### src/hw/rtl/bpc_pkg.sv
// shared types and constants for the button press classifier
`default_nettype none

package bpc_pkg;

    localparam int unsigned NUM_BUTTONS = 6;
    localparam int unsigned TIME_W      = 32;
    localparam int unsigned CFG_W       = 16;
    localparam int unsigned CFG_IDX_W   = 2;

    // register indexes on the configuration port
    localparam logic [CFG_IDX_W-1:0] REG_DOUBLE_WINDOW = CFG_IDX_W'(0);
    localparam logic [CFG_IDX_W-1:0] REG_HOLD_MS       = CFG_IDX_W'(1);

    localparam logic [CFG_W-1:0] DOUBLE_WINDOW_RST = CFG_W'(300);
    localparam logic [CFG_W-1:0] HOLD_MS_RST       = CFG_W'(1000);

    typedef enum logic [1:0] {
        EV_NONE   = 2'd0,
        EV_SHORT  = 2'd1,
        EV_LONG   = 2'd2,
        EV_DOUBLE = 2'd3
    } t_event;

    typedef struct packed {
        logic [CFG_W-1:0] double_window;
        logic [CFG_W-1:0] hold_ms;
    } t_cfg;

endpackage

`default_nettype wire

### src/hw/rtl/button_press_classifier.sv
// top level: six-button short, long and double press classifier
//
// One input beat is a poll: a millisecond timestamp and six active-high
// button levels. Each accepted beat yields exactly one output beat that
// carries one event code per button (none, short, long, double press).
// Both channels use valid/ready; thresholds are written through the plain
// configuration port (index 0 double-press window, index 1 long-press time)
// only while the block is idle, a rule for the user that the block does not
// enforce. An accepted beat is held in the input register, and the
// per-button classification loads the output register, where o_out_valid
// rises, once the output slot is free or being drained. Throughput is one
// beat per cycle while the receiver is ready; the input side keeps taking
// beats while an output beat waits, until both registers are full.
// When the receiver stalls, the output beat holds and the input register
// fills, after which o_in_ready drops; no beat is lost or repeated.
// Synchronous reset clears all button state and both valid flags, and loads
// the thresholds with 300 ms and 1000 ms.
`default_nettype none

module button_press_classifier
    import bpc_pkg::*;
(
    input  wire logic                 i_clk,
    input  wire logic                 i_rst_n,
    input  wire logic                 i_cfg_we,
    input  wire logic [CFG_IDX_W-1:0] i_cfg_idx,
    input  wire logic [CFG_W-1:0]     i_cfg_data,
    input  wire logic                 i_in_valid,
    output logic                      o_in_ready,
    input  wire logic [TIME_W-1:0]    i_time_ms,
    input  wire logic                 i_up_pressed,
    input  wire logic                 i_down_pressed,
    input  wire logic                 i_left_pressed,
    input  wire logic                 i_right_pressed,
    input  wire logic                 i_back_pressed,
    input  wire logic                 i_ok_pressed,
    output logic                      o_out_valid,
    input  wire logic                 i_out_ready,
    output logic [1:0]                o_up_event,
    output logic [1:0]                o_down_event,
    output logic [1:0]                o_left_event,
    output logic [1:0]                o_right_event,
    output logic [1:0]                o_back_event,
    output logic [1:0]                o_ok_event
);

    t_cfg                   r_cfg;
    logic                   r_in_vld;
    logic [TIME_W-1:0]      r_time;
    logic [NUM_BUTTONS-1:0] r_pressed;
    logic                   r_out_vld;
    t_event                 r_events [NUM_BUTTONS];
    t_event                 n_events [NUM_BUTTONS];
    logic                   advance;

    // configuration registers
    always_ff @(posedge i_clk) begin
        if (!i_rst_n) begin
            r_cfg.double_window <= DOUBLE_WINDOW_RST;
            r_cfg.hold_ms       <= HOLD_MS_RST;
        end else if (i_cfg_we) begin
            case (i_cfg_idx)
                REG_DOUBLE_WINDOW: r_cfg.double_window <= i_cfg_data;
                REG_HOLD_MS:       r_cfg.hold_ms       <= i_cfg_data;
                default: ;
            endcase
        end
    end

    // handshake: process when the output slot is free or being drained
    assign advance    = r_in_vld && (!r_out_vld || i_out_ready);
    assign o_in_ready = !r_in_vld || advance;

    // input register
    always_ff @(posedge i_clk) begin
        if (!i_rst_n) begin
            r_in_vld <= 1'b0;
        end else if (o_in_ready) begin
            r_in_vld <= i_in_valid;
        end
    end

    always_ff @(posedge i_clk) begin
        if (i_in_valid && o_in_ready) begin
            r_time    <= i_time_ms;
            r_pressed <= {i_ok_pressed, i_back_pressed, i_right_pressed,
                          i_left_pressed, i_down_pressed, i_up_pressed};
        end
    end

    // per-button classifiers
    for (genvar b = 0; b < NUM_BUTTONS; b++) begin : g_btn
        bpc_button u_btn (
            .i_clk     (i_clk),
            .i_rst_n   (i_rst_n),
            .i_en      (advance),
            .i_pressed (r_pressed[b]),
            .i_now     (r_time),
            .i_cfg     (r_cfg),
            .o_event   (n_events[b])
        );
    end

    // output register
    always_ff @(posedge i_clk) begin
        if (!i_rst_n) begin
            r_out_vld <= 1'b0;
        end else if (advance) begin
            r_out_vld <= 1'b1;
        end else if (i_out_ready) begin
            r_out_vld <= 1'b0;
        end
    end

    always_ff @(posedge i_clk) begin
        if (advance) begin
            r_events <= n_events;
        end
    end

    assign o_out_valid   = r_out_vld;
    assign o_up_event    = r_events[0];
    assign o_down_event  = r_events[1];
    assign o_left_event  = r_events[2];
    assign o_right_event = r_events[3];
    assign o_back_event  = r_events[4];
    assign o_ok_event    = r_events[5];

    // a waiting output beat stays valid
    a_out_hold: assert property (@(posedge i_clk) disable iff (!i_rst_n)
        (o_out_valid && !i_out_ready) |=> o_out_valid)
        else $error("output beat dropped while stalled");

    // a waiting output beat keeps its payload
    a_out_stable: assert property (@(posedge i_clk) disable iff (!i_rst_n)
        (o_out_valid && !i_out_ready) |=> $stable({o_ok_event, o_back_event,
            o_right_event, o_left_event, o_down_event, o_up_event}))
        else $error("output payload changed while stalled");

    // both registers full and stalled blocks the input
    a_in_block: assert property (@(posedge i_clk) disable iff (!i_rst_n)
        (r_in_vld && r_out_vld && !i_out_ready) |-> !o_in_ready)
        else $error("input accepted with both registers full");

endmodule

`default_nettype wire

### src/hw/rtl/bpc_button.sv
// per-button press state and event classification
`default_nettype none

module bpc_button
    import bpc_pkg::*;
(
    input  wire logic              i_clk,
    input  wire logic              i_rst_n,
    input  wire logic              i_en,
    input  wire logic              i_pressed,
    input  wire logic [TIME_W-1:0] i_now,
    input  wire t_cfg              i_cfg,
    output t_event                 o_event
);

    logic              r_held;
    logic              r_pend;
    logic [TIME_W-1:0] r_start;
    logic [TIME_W-1:0] r_last;

    logic              n_held;
    logic              n_pend;
    logic [TIME_W-1:0] n_start;
    logic [TIME_W-1:0] n_last;

    logic [TIME_W-1:0] d_last;
    logic [TIME_W-1:0] d_start;
    logic              rise;
    logic              fall;
    logic              is_double;
    logic              under_long;
    logic              long_zero;

    // wrapped time differences and threshold compares
    assign d_last     = i_now - r_last;
    assign d_start    = i_now - r_start;
    assign rise       = i_pressed && !r_held;
    assign fall       = !i_pressed && r_held;
    assign is_double  = d_last <= TIME_W'(i_cfg.double_window);
    assign under_long = d_start < TIME_W'(i_cfg.hold_ms);
    assign long_zero  = i_cfg.hold_ms == '0;

    // next state and event for this beat
    always_comb begin
        n_held  = r_held;
        n_pend  = r_pend;
        n_start = r_start;
        n_last  = r_last;
        o_event = EV_NONE;
        if (rise) begin
            n_held  = 1'b1;
            n_start = i_now;
            n_last  = i_now;
            if (is_double) begin
                o_event = EV_DOUBLE;
                n_pend  = 1'b0;
            end else if (long_zero) begin
                // zero hold time already met on the press itself
                o_event = EV_LONG;
                n_pend  = 1'b0;
            end else begin
                n_pend  = 1'b1;
            end
        end else if (fall) begin
            n_held = 1'b0;
            n_pend = 1'b0;
            if (r_pend && under_long) begin
                o_event = EV_SHORT;
            end
        end else if (i_pressed && r_pend && !under_long) begin
            o_event = EV_LONG;
            n_pend  = 1'b0;
        end
    end

    // state registers
    always_ff @(posedge i_clk) begin
        if (!i_rst_n) begin
            r_held  <= 1'b0;
            r_pend  <= 1'b0;
            r_start <= '0;
            r_last  <= '0;
        end else if (i_en) begin
            r_held  <= n_held;
            r_pend  <= n_pend;
            r_start <= n_start;
            r_last  <= n_last;
        end
    end

    // a pending single press only exists while the button is held
    a_pend_held: assert property (@(posedge i_clk) disable iff (!i_rst_n)
        r_pend |-> r_held)
        else $error("pending press without held latch");

    // a processed release always clears the latch and the pending flag
    a_release: assert property (@(posedge i_clk) disable iff (!i_rst_n)
        (i_en && !i_pressed) |=> (!r_held && !r_pend))
        else $error("release did not clear button state");

    // state only moves when a beat is processed
    a_hold: assert property (@(posedge i_clk) disable iff (!i_rst_n)
        !i_en |=> ($stable(r_held) && $stable(r_pend) && $stable(r_start)))
        else $error("button state changed without a beat");

endmodule

`default_nettype wire
### config.mk
export PLATFORM = sky130hd
export DESIGN_NAME = button_press_classifier
export DESIGN_NICKNAME = d
export VERILOG_FILES = /design/src/hw/rtl/bpc_pkg.sv /design/src/hw/rtl/button_press_classifier.sv /design/src/hw/rtl/bpc_button.sv
export SDC_FILE = /design/constraint.sdc
export NUM_CORES = 1
export LEC_CHECK = 0
export BUFFER_PORTS_ARGS = -buffer_cell sky130_fd_sc_hd__buf_2
export CAP_MARGIN = 20
export CELL_PAD_IN_SITES_DETAIL_PLACEMENT = 0
export CELL_PAD_IN_SITES_GLOBAL_PLACEMENT = 1
export CORE_ASPECT_RATIO = 1.75
export CORE_MARGIN = 2
export CORE_UTILIZATION = 40
export DETAILED_ROUTE_END_ITERATION = 10
export HOLD_SLACK_MARGIN = 0.08
export MAX_ROUTING_LAYER = met4
export PLACE_DENSITY = 0.82
export SYNTH_ARGS = -nofsm -noshare
export SYNTH_HDL_FRONTEND = slang
export SYNTH_HIERARCHICAL = 1
export SYNTH_SLANG_ARGS = --single-unit
export TNS_END_PERCENT = 20
### constraint.sdc
create_clock -name i_clk -period 5.15 [get_ports i_clk]
set_clock_uncertainty 0.05 [all_clocks]
set_input_delay 1.03 -clock i_clk [delete_from_list [all_inputs] [get_ports i_clk]]
set_output_delay 1.03 -clock i_clk [all_outputs]
set_load 0.03 [all_outputs]
==> results.md <==
- Syn. warnings: 6
- Reg2reg setup slack: 0.54 ns
- PnR Total Power: approximately 0.0079 W
- Finished Cell Area: 31300 sq um
- GP Congestion: 1.01
- Final ANT Viol Nets: 0
- Starting Density: 40.3%
- Layout Nets: between 4000 and 5000
- Clock tree sinks: around 290
- Rel. slew slack: 15.8%
- Area grow syn2layout: 10.1%
- Hold Path End: g_btn[0].u_btn/r_last[25]
- Latest clock arrival within the worst-skew pair: 0.57 ns
- Final min period: approximately 4.6 ns
- Reg2Reg Capture Point: o_ok_event[0]
- Tightest Pin Transition: around 1.3 ns
- Htree depth: 2
- Cell taking the most area after synthesis: ha_1
- Port bufs: 74
- Crit path capture type: flip-flop
- Primary FF master, synth: dfxtp_1
- #FFs+latches synth: 288
- Vias in the first global route: 26900
- DR pass1 iterations: 6
- Die height: about 360 um
- Tcrit/Tclk final: about nine tenths
- Maxcap violations: 0
- CP Data Required Time: 5.49 ns
- Synth Cell Area: between 20000 and 30000 sq um
- Critical Path Start Type: flip-flop
- Yosys cell types: 98
- Hold path depth: 2
- DR vias/cell: 5.78
- Setup CP Type: reg -> reg
- Clock Root Buffer: clkbuf_16
- Static leakage: 12.4 nW
- Syn Nets: roughly 4200
- Drc violations: 0
- Max Freq: 217 MHz
- Core Area: 70500 sq um
- Rows: 129
- Clk pin slew, worst setup/hold paths: 0.07 ns
- Post-layout util: approximately 44%
- Clock Path Buffers: 3
- Final WL: 106000 um
- Hold Vio Cnt, Final: 0
- PD cells: around 250 nW/um^2
- DP Area: 30100 sq um
- Reg-to-reg startpoint: r_time[1]
- Max Slew Vio Count: 0
- Detail Placement HPWL: slightly above 80000 um
- Most common cell in the synthesized netlist: nand2_1
- Die footprint: 73400 sq um
- Fin Setup TNS: 0 ns
- DR iter-0 viols: approximately 1900
- Tightest Hold Check Type: reg -> reg
- Post-synthesis sequential area ratio: approximately 22%
- Synth area leaders: ha_1 17%, dfxtp_1 17%, nand2_1 8.9%
- Fraction of registers with async set/reset: 0%
- Syn_area_per_cell: 7.54 sq um
- CTS resizes: 0
- Hold Startpoint: g_btn[0].u_btn/r_last[25]
- Arrival time at the worst endpoint: 4.94 ns
- Status: completed
- Pin count of the biggest net entering global routing: 95
- RSZ-0062 raised after global routing: no
- CTS tree: built
- Gate Count Post-Synth: between 3000 and 4000
- Synth top cells by count: 675 x nand2_1, 447 x inv_1, 384 x ha_1, 270 x a21oi_1, 238 x dfxtp_1
- Worst VDD drop: 0.228 mV
- GRT Resource Usage Total: 29.6%
- Average wire per standard cell: 22.2 um
- Vias: 27800
- Initial antenna violation count: 2
- DIE WIDTH: 206 um
- Register-to-Register Path Depth: 18
- Final setup violation count: 0
- Num ports: 75
- First-pass GRT wire length: 159000 um
- Num CTS Buffers: 36
- Hold slack final: about 0.41 ns
- Postcts setup bufs: 0
- Filler Cell Count: around 7200
- Synth top area share: 16.9%
- Share of cells above drive strength 1: 8.55%
- Cts-stage hold buffer count: 0
- Number of synthesized flops with an enable pin: 50
- Total global routing overflow: 0
- Maximum fanout along the worst path: 9
## stage by stage
step | worst slack [ns] | instances
6_report | 0.545 | 4805
5_1_grt | 0.310 | 4803
4_1_cts | 0.591 | 4801
3_5_place_dp | 0.595 | 4737
3_3_place_gp | 0.713 | 4736
2_1_floorplan | 0.943 | 3772
## registers in the layout, indices dropped and copies added (netlist names), 6 cells and up
signal and cells:
g_btn.u_btn/r_last 192, g_btn.u_btn/r_held 6, r_pressed 6, g_btn.u_btn/r_pend 6
r_cfg 32, r_time 32
## final cells by class
| cell class | count | area (sq um) | area share, % |
|---|---|---|---|
| Tap cell | 917 | 1150 | 3.66 |
| Timing Repair Buffer | 156 | 1020 | 3.27 |
| Inverter | 447 | 1680 | 5.35 |
| Clock buffer | 45 | 1020 | 3.25 |
| Antenna cell | 4 | 10.0 | 0.0319 |
| Sequential cell | 288 | 6270 | 20.0 |
| Clock inverter | 19 | 168 | 0.535 |
| Multi-Input combinational cell | 2929 | 20000 | 63.9 |
## logic make-up after synthesis
family	Yosys count	share of synthesized area, %
compound gates	1141	27.6
xor+xnor	123	3.79
fa+ha+maj	390	17.3
buf+inv	555	7.68
flops	288	22.0
mux	44	1.57
simple gates	1231	20.0
## power by group
group | total, W | switching, W | internal, W
Clock | 0.00262 | 0.00114 | 0.00148
Sequential | 0.00251 | 0.000124 | 0.00238
Combinational | 0.00276 | 0.00171 | 0.00105
## routing by layer
metal | global-route usage [%] | part of all wire, % | vias up
met5 | - | 0 | -
met4 | 20.2 | 7.8 | 0
met3 | 3.92 | 5.1 | 330
met2 | 50.6 | 49 | 844
met1 | 31.6 | 38 | 13100
li1 | - | - | 13500
## worst max path at each step
stage / from / end / slack (ns) / cells past startpoint
2_1_floorplan: r_time[1] / g_btn[0].u_btn/r_pend / 0.94 / 18
3_3_place_gp: r_time[1] / g_btn[0].u_btn/r_pend / 0.71 / 17
3_5_place_dp: r_time[1] / o_ok_event[0] / 0.60 / 18
4_1_cts: r_time[1] / o_ok_event[0] / 0.59 / 18
5_1_grt: r_time[1] / o_right_event[0] / 0.31 / 18
6_report: r_time[1] / o_ok_event[0] / 0.54 / 18
## critical path, stage by stage (launching register included)
cell       delay (ns)
edfxtp_1         0.40
buf_4            0.21
ha_1             0.29
nor2b_2          0.16
o2111ai_1        0.30
nand2_1          0.14
a21o_1           0.19
a21o_1           0.19
a21oi_1          0.19
o21bai_1         0.10
xor2_1           0.22
ha_1             0.29
a21o_1           0.18
a21o_1           0.17
a21oi_1          0.21
a21oi_1          0.09
a211oi_1         0.47
nand4_1          0.19
a2111oi_2        0.37
## layout by cell type (no fill, tap or decap), types with 14 or more instances in the layout
| cell type | Yosys | layout |
|---|---|---|
| a211oi_2 | 15 | 15 |
| mux2i_1 | 40 | 40 |
| o21ai_0 | 190 | 190 |
| o21a_1 | 52 | 52 |
| edfxtp_1 | 50 | 50 |
| a21oi_2 | 14 | 14 |
| buf_4 | 3 | 80 |
| nand4_1 | 90 | 90 |
| buf_2 | 10 | 73 |
| a31oi_1 | 19 | 19 |
| o211ai_1 | 37 | 37 |
| o21ai_1 | 20 | 20 |
| nor3_1 | 43 | 43 |
| a211oi_1 | 27 | 27 |
| a21o_1 | 91 | 91 |
| a21boi_0 | 203 | 203 |
| ha_1 | 384 | 384 |
| clkbuf_16 | 0 | 39 |
| nand2_1 | 675 | 675 |
| nand2b_1 | 30 | 30 |
| nor2_1 | 156 | 156 |
| xor2_1 | 52 | 52 |
| inv_1 | 447 | 447 |
| or3_1 | 26 | 26 |
| dfxtp_1 | 238 | 238 |
| xnor2_1 | 71 | 71 |
| nor4_1 | 32 | 32 |
| o21bai_1 | 23 | 23 |
| nand3_1 | 34 | 34 |
| and2_1 | 17 | 17 |
| a21oi_1 | 270 | 269 |
| nor2b_1 | 36 | 35 |
Power figures use the tool's default switching activity.
